$ cat src/ssd_pkg.sv
package ssd_pkg;

    typedef enum logic [4:0] {
        FMT_IBM  = 5'd1,
        FMT_I32  = 5'd2,
        FMT_I16  = 5'd3,
        FMT_F32  = 5'd5,
        FMT_F64  = 5'd6,
        FMT_I24  = 5'd7,
        FMT_I8   = 5'd8,
        FMT_I64  = 5'd9,
        FMT_U32  = 5'd10,
        FMT_U16  = 5'd11,
        FMT_U64  = 5'd12,
        FMT_U24  = 5'd15,
        FMT_U8   = 5'd16
    } fmt_t;

    localparam logic REG_FORMAT = 1'b0;
    localparam logic REG_ORDER  = 1'b1;

    localparam logic [4:0] FORMAT_RESET = 5'd1;

    // leading one position of a 64-bit word
    function automatic logic [5:0] top_bit(input logic [63:0] v);
        logic [5:0] p;
        p = 6'd0;
        for (int i = 0; i < 64; i++)
        begin
            if (v[i])
            begin
                p = 6'(i);
            end
        end
        return p;
    endfunction

endpackage

$ cat src/seismic_sample_to_double.sv
// seismic sample to ieee binary64 converter
// a start transfer passes the stage 1, 2 and 3 registers and the output register before the done strobe
// throughput: one sample per cycle, start may be high every cycle, busy stays low
// the receiver cannot stall; each result is shown for exactly one cycle on done
// reset (rst_n low, asynchronous): pipeline emptied, sample_format 1, byte_order 0
module seismic_sample_to_double (
    input  logic        clk,
    input  logic        rst_n,
    input  logic        start,
    output logic        busy,
    input  logic [63:0] raw_sample,
    input  logic        cfg_valid,
    output logic        cfg_ready,
    input  logic [4:0]  cfg_index,
    input  logic [63:0] cfg_data,
    output logic        done,
    output logic [63:0] sample_value,
    output logic        format_error
);
    import ssd_pkg::*;

    // configuration registers
    logic [4:0] fmt_reg;
    logic       order_reg;

    assign cfg_ready = 1'b1;
    assign busy      = 1'b0;

    always_ff @(posedge clk or negedge rst_n)
    begin
        if (!rst_n)
        begin
            fmt_reg   <= FORMAT_RESET;
            order_reg <= 1'b0;
        end
        else if (cfg_valid && cfg_ready)
        begin
            if (cfg_index == 5'(REG_FORMAT))
            begin
                fmt_reg <= cfg_data[4:0];
            end
            else if (cfg_index == 5'(REG_ORDER))
            begin
                order_reg <= cfg_data[0];
            end
        end
    end

    // ---------------- stage 1: byte gather and sign split ----------------
    logic [3:0]  nbytes;
    logic        is_signed;
    logic        kind_int;   // integer path
    logic        kind_ibm;
    logic        kind_f32;
    logic        kind_f64;
    logic        fmt_bad;
    logic [63:0] gathered;
    logic [63:0] sign_mask;

    always_comb
    begin
        nbytes    = 4'd4;
        is_signed = 1'b0;
        kind_int  = 1'b0;
        kind_ibm  = 1'b0;
        kind_f32  = 1'b0;
        kind_f64  = 1'b0;
        fmt_bad   = 1'b0;
        case (fmt_reg)
            FMT_IBM: kind_ibm = 1'b1;
            FMT_F32: kind_f32 = 1'b1;
            FMT_F64: begin kind_f64 = 1'b1; nbytes = 4'd8; end
            FMT_I32: begin kind_int = 1'b1; is_signed = 1'b1; end
            FMT_I16: begin kind_int = 1'b1; is_signed = 1'b1; nbytes = 4'd2; end
            FMT_I24: begin kind_int = 1'b1; is_signed = 1'b1; nbytes = 4'd3; end
            FMT_I8:  begin kind_int = 1'b1; is_signed = 1'b1; nbytes = 4'd1; end
            FMT_I64: begin kind_int = 1'b1; is_signed = 1'b1; nbytes = 4'd8; end
            FMT_U32: kind_int = 1'b1;
            FMT_U16: begin kind_int = 1'b1; nbytes = 4'd2; end
            FMT_U64: begin kind_int = 1'b1; nbytes = 4'd8; end
            FMT_U24: begin kind_int = 1'b1; nbytes = 4'd3; end
            FMT_U8:  begin kind_int = 1'b1; nbytes = 4'd1; end
            default: fmt_bad = 1'b1;
        endcase
    end

    // little-endian: keep low bytes; big-endian: first byte lands on top
    always_comb
    begin
        gathered = 64'd0;
        for (int i = 0; i < 8; i++)
        begin
            if (4'(i) < nbytes)
            begin
                if (order_reg)
                begin
                    gathered[8*i +: 8] = raw_sample[8*i +: 8];
                end
                else
                begin
                    gathered[8*(int'(nbytes)-1-i) +: 8] = raw_sample[8*i +: 8];
                end
            end
        end
        sign_mask = 64'd0;
        for (int i = 0; i < 8; i++)
        begin
            if (4'(i + 1) == nbytes)
            begin
                sign_mask[8*i+7] = 1'b1;
            end
        end
    end

    logic        s1_valid_reg;
    logic [63:0] s1_word_reg;
    logic        s1_neg_reg;
    logic        s1_int_reg, s1_ibm_reg, s1_f32_reg, s1_f64_reg, s1_bad_reg;

    logic        neg_next;
    logic [63:0] word_next;

    always_comb
    begin
        neg_next  = kind_int && is_signed && ((gathered & sign_mask) != 64'd0);
        // two's complement magnitude within the sample width
        word_next = neg_next ? (64'd0 - (gathered | ~((sign_mask << 1) - 64'd1)))
                             : gathered;
        if (neg_next && nbytes == 4'd8)
        begin
            word_next = 64'd0 - gathered;
        end
    end

    always_ff @(posedge clk or negedge rst_n)
    begin
        if (!rst_n)
        begin
            s1_valid_reg <= 1'b0;
        end
        else
        begin
            s1_valid_reg <= start && !busy;
        end
    end

    always_ff @(posedge clk)
    begin
        s1_word_reg <= word_next;
        s1_neg_reg  <= neg_next;
        s1_int_reg  <= kind_int;
        s1_ibm_reg  <= kind_ibm;
        s1_f32_reg  <= kind_f32;
        s1_f64_reg  <= kind_f64;
        s1_bad_reg  <= fmt_bad;
    end

    // ---------------- stage 2: leading one search ----------------
    // mantissa source: integer magnitude, ibm fraction or single fraction
    logic [63:0] mant;
    logic        s1_sign;
    logic        f32_special;   // inf or nan, or normal single: no normalize

    always_comb
    begin
        if (s1_ibm_reg)
        begin
            mant = {40'd0, s1_word_reg[23:0]};
        end
        else if (s1_f32_reg)
        begin
            mant = {41'd0, s1_word_reg[22:0]};
        end
        else
        begin
            mant = s1_word_reg;
        end
        s1_sign     = (s1_ibm_reg || s1_f32_reg) ? s1_word_reg[31] : s1_neg_reg;
        f32_special = s1_word_reg[30:23] != 8'd0;
    end

    logic        s2_valid_reg;
    logic [63:0] s2_word_reg;
    logic [63:0] s2_mant_reg;
    logic [5:0]  s2_p_reg;
    logic        s2_sign_reg, s2_zero_reg, s2_spec_reg;
    logic        s2_int_reg, s2_ibm_reg, s2_f32_reg, s2_f64_reg, s2_bad_reg;

    always_ff @(posedge clk or negedge rst_n)
    begin
        if (!rst_n)
        begin
            s2_valid_reg <= 1'b0;
        end
        else
        begin
            s2_valid_reg <= s1_valid_reg;
        end
    end

    always_ff @(posedge clk)
    begin
        s2_word_reg <= s1_word_reg;
        s2_mant_reg <= mant;
        s2_p_reg    <= top_bit(mant);
        s2_sign_reg <= s1_sign;
        s2_zero_reg <= mant == 64'd0;
        s2_spec_reg <= f32_special;
        s2_int_reg  <= s1_int_reg;
        s2_ibm_reg  <= s1_ibm_reg;
        s2_f32_reg  <= s1_f32_reg;
        s2_f64_reg  <= s1_f64_reg;
        s2_bad_reg  <= s1_bad_reg;
    end

    // ---------------- stage 3: normalize shift and rounding bits ----------------
    logic [63:0] norm;       // leading one moved to bit 63
    logic [52:0] kept;
    logic        round_up;
    logic [10:0] exp_base;

    always_comb
    begin
        norm     = s2_mant_reg << (6'd63 - s2_p_reg);
        kept     = norm[63:11];
        // rounding only matters past 53 significant bits
        round_up = norm[10] && ((norm[9:0] != 10'd0) || norm[11]);
        if (s2_ibm_reg)
        begin
            exp_base = 11'(s2_p_reg) + {2'b00, s2_word_reg[30:24], 2'b00} + 11'd743;
        end
        else if (s2_f32_reg)
        begin
            exp_base = 11'(s2_p_reg) + 11'd874;
        end
        else
        begin
            exp_base = 11'(s2_p_reg) + 11'd1023;
        end
    end

    logic        s3_valid_reg;
    logic [63:0] s3_word_reg;
    logic [52:0] s3_kept_reg;
    logic        s3_up_reg;
    logic [10:0] s3_exp_reg;
    logic        s3_sign_reg, s3_zero_reg, s3_spec_reg;
    logic        s3_int_reg, s3_f32_reg, s3_f64_reg, s3_bad_reg;

    always_ff @(posedge clk or negedge rst_n)
    begin
        if (!rst_n)
        begin
            s3_valid_reg <= 1'b0;
        end
        else
        begin
            s3_valid_reg <= s2_valid_reg;
        end
    end

    always_ff @(posedge clk)
    begin
        s3_word_reg <= s2_word_reg;
        s3_kept_reg <= kept;
        s3_up_reg   <= round_up;
        s3_exp_reg  <= exp_base;
        s3_sign_reg <= s2_sign_reg;
        s3_zero_reg <= s2_zero_reg;
        s3_spec_reg <= s2_spec_reg;
        s3_int_reg  <= s2_int_reg;
        s3_f32_reg  <= s2_f32_reg;
        s3_f64_reg  <= s2_f64_reg;
        s3_bad_reg  <= s2_bad_reg;
    end

    // ---------------- stage 4: round, pack, output register ----------------
    logic [53:0] rounded;
    logic [10:0] exp_fin;
    logic [51:0] frac_fin;
    logic [63:0] value_next;
    logic [7:0]  f32_exp;

    always_comb
    begin
        rounded  = {1'b0, s3_kept_reg} + 54'(s3_up_reg);
        exp_fin  = s3_exp_reg;
        frac_fin = rounded[51:0];
        if (rounded[53])
        begin
            exp_fin  = s3_exp_reg + 11'd1;
            frac_fin = rounded[52:1];
        end
        f32_exp = s3_word_reg[30:23];

        if (s3_bad_reg)
        begin
            value_next = 64'd0;
        end
        else if (s3_f64_reg)
        begin
            value_next = s3_word_reg;
        end
        else if (s3_f32_reg && s3_spec_reg)
        begin
            if (f32_exp == 8'hFF)
            begin
                // payload at the top of the fraction, quiet bit forced on a nan
                value_next = {s3_sign_reg, 11'h7FF,
                              s3_word_reg[22] | (s3_word_reg[22:0] != 23'd0),
                              s3_word_reg[21:0], 29'd0};
            end
            else
            begin
                value_next = {s3_sign_reg, 11'(f32_exp) + 11'd896,
                              s3_word_reg[22:0], 29'd0};
            end
        end
        else if (s3_zero_reg)
        begin
            value_next = {(s3_int_reg ? 1'b0 : s3_sign_reg), 63'd0};
        end
        else
        begin
            value_next = {s3_sign_reg, exp_fin, frac_fin};
        end
    end

    logic        done_reg;
    logic [63:0] value_reg;
    logic        err_reg;

    always_ff @(posedge clk or negedge rst_n)
    begin
        if (!rst_n)
        begin
            done_reg <= 1'b0;
        end
        else
        begin
            done_reg <= s3_valid_reg;
        end
    end

    always_ff @(posedge clk)
    begin
        value_reg <= value_next;
        err_reg   <= s3_bad_reg;
    end

    assign done         = done_reg;
    assign sample_value = value_reg;
    assign format_error = err_reg;

    // ---------------- checks ----------------
    a_latency : assert property (@(posedge clk) disable iff (!rst_n)
        start |-> ##4 done)
        else $error("result strobe missing four cycles after start");

    a_err_zero : assert property (@(posedge clk) disable iff (!rst_n)
        (done && format_error) |-> (sample_value == 64'd0))
        else $error("format error with nonzero value");

    a_no_extra : assert property (@(posedge clk) disable iff (!rst_n)
        done |-> $past(start, 4))
        else $error("result strobe without a matching start");

endmodule

$ cat config.mk
export PLATFORM = sky130hd
export DESIGN_NAME = seismic_sample_to_double
export DESIGN_NICKNAME = d
export VERILOG_FILES = /design/src/ssd_pkg.sv /design/src/seismic_sample_to_double.sv
export SDC_FILE = /design/constraint.sdc
export NUM_CORES = 1
export LEC_CHECK = 0
export BUFFER_PORTS_ARGS = -buffer_cell sky130_fd_sc_hd__buf_2
export CORE_ASPECT_RATIO = 2
export CORE_UTILIZATION = 45
export DETAILED_ROUTE_END_ITERATION = 8
export PLACE_DENSITY_LB_ADDON = 0.15
export SETUP_SLACK_MARGIN = 0.3
export SYNTH_ARGS = -nofsm -noshare
export SYNTH_HDL_FRONTEND = slang
export SYNTH_SLANG_ARGS = --single-unit
$ cat constraint.sdc
create_clock -name clk -period 10.7 [get_ports clk]
set_clock_uncertainty 0.2 [all_clocks]
set_input_delay 3.21 -clock clk [delete_from_list [all_inputs] [get_ports clk]]
set_output_delay 3.21 -clock clk [all_outputs]
set_load 0.03 [all_outputs]
==> results of run 1 <==
[per-layer routing]
layer / global-route usage (%) / overflow
met1: 55.00 / 2
met2: 86.82 / 205
met3: 38.63 / 3
met4: 69.08 / 115
met5: 8.174 / 0
[through the flow]
stage	instances	utilization, %
2_1_floorplan	3109	-
3_3_place_gp	3839	48.86
3_5_place_dp	3839	48.86
4_1_cts	3902	51.06
[logic make-up after synthesis]
kind of cell	Yosys count	share of synthesized area (%)
XOR/XNOR	77	2.771
AO/OA/AOI/OAI	822	22.03
AND/OR/NAND/NOR	1335	26.87
flip-flops	400	33.11
adder cells (fa/ha/maj)	46	2.396
multiplexers	146	8.246
buffers and inverters	281	4.540
other	2	0.03086
[synth_stat cells (23+ instances only)]
master    number
dfxtp_1      390
nand2_1      384
nor2_1       352
a21oi_1      201
o21ai_0      187
clkbuf_1     170
nand3_1      130
mux2i_1       79
inv_1         66
nor3_1        66
nand4_1       63
nor4_1        61
and2_1        60
a31oi_1       52
ha_1          45
xnor2_1       45
o22ai_1       42
mux4_2        41
a211oi_1      39
a22oi_1       39
and3_1        35
o211ai_1      35
xor2_1        32
nor2b_1       27
mux2_2        26
nand2b_1      25
buf_1         23
==> impl_metrics.yaml, run 1 <==
clocking:
  numCtsBuffers: 35
  postCtsSetupRepairBufs: 0
  htreeDepth: 2
  clock_path_buffers: 3
  clock-sinks: 400
  hold_buffers: 0
  cts.repair.resized: 0
  clockRootBuffer: "clkbuf_16"
yosys:
  synthFlopType: "dfxtp_1"
  yosys.area.top_type_share_pct: 32.08
  synth_edf_count: 0
  synth_area_leaders: "dfxtp_1, nand2_1, nor2_1, a21oi_1, o21ai_0"
  yosysTopAreaCell: "dfxtp_1"
  syn_area_sq_um: 24340
  ys_seq_elements: 400
  synth_nets: 3292
  syn_inst: 3109
  async_reset_ff_share_pct: 2.500
  ys_warn_count: 0
  avgSynthCellArea_sq_um: 7.828
  seq_area_frac_synth_pct: 33.11
  synth_cell_types: 102
global_route:
  gr-usage-all-layers_pct: 60.87
  grt_max_degree: 83
  grt_pass1_wl_mm: 246.7
  grt_pass1_vias: 30790
  grt-ovfl-total: 325
placement:
  gp_congestion: 1.195
  place_ws_ns: 2.278
  place_area_sq_um: 26110
  dp_hpwl_mm: 108.3
  io_buffer_count: 143
floorplan:
  fp.dieH_um: 330.9
  pin_count: 205
  rows: 120
  die_x_um: 166.4
  start_util_pct: 45.53
status:
  status: "aborted with a tool error"
  haltStage: "5_1_grt"
  first-error: "[ERROR GRT-0116] Global routing finished with congestion. Check the congestion regions in the DRC Viewer."
==> run 2: changes to the inputs <==
- CORE_ASPECT_RATIO: 2 -> default
- CORE_UTILIZATION: 45 -> 30
- SETUP_SLACK_MARGIN: 0.3 -> default
==> impl_metrics.yaml, run 2 <==
status:
  status: "finished with violations"
  failed_checks: "design-rule violations"
global_route:
  gr-usage-all-layers_pct: 31.07
  busiest_layer: "met2"
  grt-ovfl-total: 0
  grt.met2_usage_pct: 55.39
  grt_use_met1_pct: 34.24
  antenna_found_initial: 5
  gr-usage-met3_pct: 4.222
  grt_pass1_vias: 25250
  grt_pass1_wl_mm: 184.5
  grt_max_degree: 81
clocking:
  postCtsSetupRepairBufs: 0
  cts.repair.resized: 0
  htreeDepth: 2
  clock-sinks: 400
  insertion_delay_ns: 0.59
  hold_buffers: 0
  numCtsBuffers: 45
  clock_path_buffers: 3
  clk_pin_slew_worst_paths_ns: 0.06
  clockRootBuffer: "clkbuf_16"
  cts_tree: "yes"
detailed_routing:
  drt_iter0_markers: 2197
  antenna_left: 0
  vias: 25800
  first_pass_iters: 8
  wl_per_cell_um: 29.83
  route.detailed.drc: 2
  vias_per_cell: 5.878
  drt_wl_total_mm: 130.9
yosys:
  syn_area_sq_um: 24340
  seq_area_frac_synth_pct: 33.11
  async_reset_ff_share_pct: 2.500
  synth_edf_count: 0
  avgSynthCellArea_sq_um: 7.828
  ys_seq_elements: 400
  ys_warn_count: 0
  synth_most_common_cell: "dfxtp_1"
  yosys.area.top_type_share_pct: 32.08
  synth_area_leaders: "dfxtp_1, nand2_1, nor2_1, a21oi_1, o21ai_0"
  synth_cell_types: 102
  synth_common_cells: "dfxtp_1, nand2_1, nor2_1, a21oi_1, o21ai_0"
  syn_inst: 3109
  synth_nets: 3292
  yosysTopAreaCell: "dfxtp_1"
  synthFlopType: "dfxtp_1"
timing:
  post-route-period-util_pct: 81.72
  fmax_mhz: 114.4
  setup_viol: 0
  worst_pin_slew_ns: 1.297
  hold_viol: 0
  min_period_ns: 8.744
  slew_headroom_pct: 13.51
  fin_tns_setup_ns: 0
  drv_slew: 0
  rsz0062_at_grt: "no"
critical_path:
  reg2reg_from: "fmt_reg[1]"
  max_stage_delay_ns: 0.92
  worst_setup_path_start_kind: "flip-flop"
  slowest_stage: "nor4_1"
  crit_top_cell: "buf_4"
  end_kind: "flip-flop"
  cp-startpoint: "fmt_reg[1]"
  critPathRequiredTime_ns: 11.02
  crit_path_max_fanout: 26
  worstSetupPathType: "reg -> reg"
  critPathArrivalTime_ns: 9.06
power:
  vdd_ir_drop_max_v: 0.0001686
  power.density_nw_per_um2: 326.8
  p_leak_nw: 11.57
  p_total_w: 0.009390
finish:
  syn_to_final_growth_pct: 18.07
  nNetsFinal: 3476
  layout_common_cells: "nand2_1, dfxtp_1, nor2_1"
  drive_above_1_share_pct: 16.78
job:
  drv_cap: 0
floorplan:
  die_x_um: 286.8
  core-area_sq_um: 80420
  fp.dieArea_sq_um: 82270
  rows: 104
  fp.dieH_um: 286.8
  start_util_pct: 30.26
  pin_count: 205
placement:
  io_buffer_count: 143
  dp_hpwl_mm: 104.6
  gp_congestion: 0.9565
min_path:
  hold_class: "reg -> reg"
  hp-start: "s2_word_reg[36]"
[run 2: cell counts after synthesis]
No cell type changed its count.
[run 2: where the power goes]
part / internal (W) / switching, W
clock network: 0.000973 / 0.000631
logic: 0.00182 / 0.00336
registers: 0.00202 / 0.000590
[run 2: worst paths after layout]
kind	end	depth (start not counted)	slack, ns
worst max-delay path	s1_word_reg[61]	28	1.96
worst min-delay path	s3_word_reg[36]	0	0.12
worst max register to register	s1_word_reg[61]	28	1.96
worst min register to register	s3_word_reg[36]	0	0.12
max in group asynchronous	fmt_reg[0]	1	7.76
min in group asynchronous	fmt_reg[3]	1	2.29
[run 2: kinds of logic (layout without fill, tap and decap cells)]
group	after synthesis	count (layout)	synth area share, %
AND/OR/NAND/NOR	1335	1335	26.87
other	2	5	0.03086
flip-flops	400	400	33.11
multiplexers	146	146	8.246
adder cells (fa/ha/maj)	46	46	2.396
buffers and inverters	281	498	4.540
XOR/XNOR	77	77	2.771
AO/OA/AOI/OAI	822	822	22.03
[run 2: metal layers]
| metal | vias up | routed length (um) |
|---|---|---|
| li1 | 11790 | - |
| met1 | 12550 | 49440 |
| met2 | 1103 | 64610 |
| met3 | 356 | 6730 |
| met4 | 0 | 10140 |
| met5 | - | 0 |
[run 2: through the flow]
stage | cells | area [sq um] | worst slack [ns] | hold WS, ns | utilization (%)
4_1_cts | 4386 | 28730 | 2.166 | 0.1252 | 35.72
2_1_floorplan | 3109 | 24340 | 3.191 | 0.1096 | -
5_1_grt | 4387 | 28730 | 1.497 | 0.1317 | 35.73
3_3_place_gp | 4306 | 27200 | 2.144 | 0.1109 | 33.82
6_report | 4389 | 28740 | 1.956 | 0.1245 | 35.73
3_5_place_dp | 4306 | 27200 | 2.205 | 0.1121 | 33.82
[run 2: area by class of cell]
class	instances	area (sq um)
diodes	3	7.507
clock inverters	16	262.8
multi-input cells	2428	15260
well taps	1060	1326
clock buffers	64	1267
flip-flops and latches	400	8073
fillers	8576	51680
inverters	71	266.5
repair buffers	347	2272
[run 2: critical path, delay by kind of cell, from the launching register on]
family                     cells  cell delay [ns]
adders and majority gates      2             0.73
buffers and inverters          8             1.64
DFF                            1             0.79
and+or+nand+nor               12             3.19
AOI/OAI and AO/OA              6             2.10
Note: power is estimated with default switching activity, not from simulation.
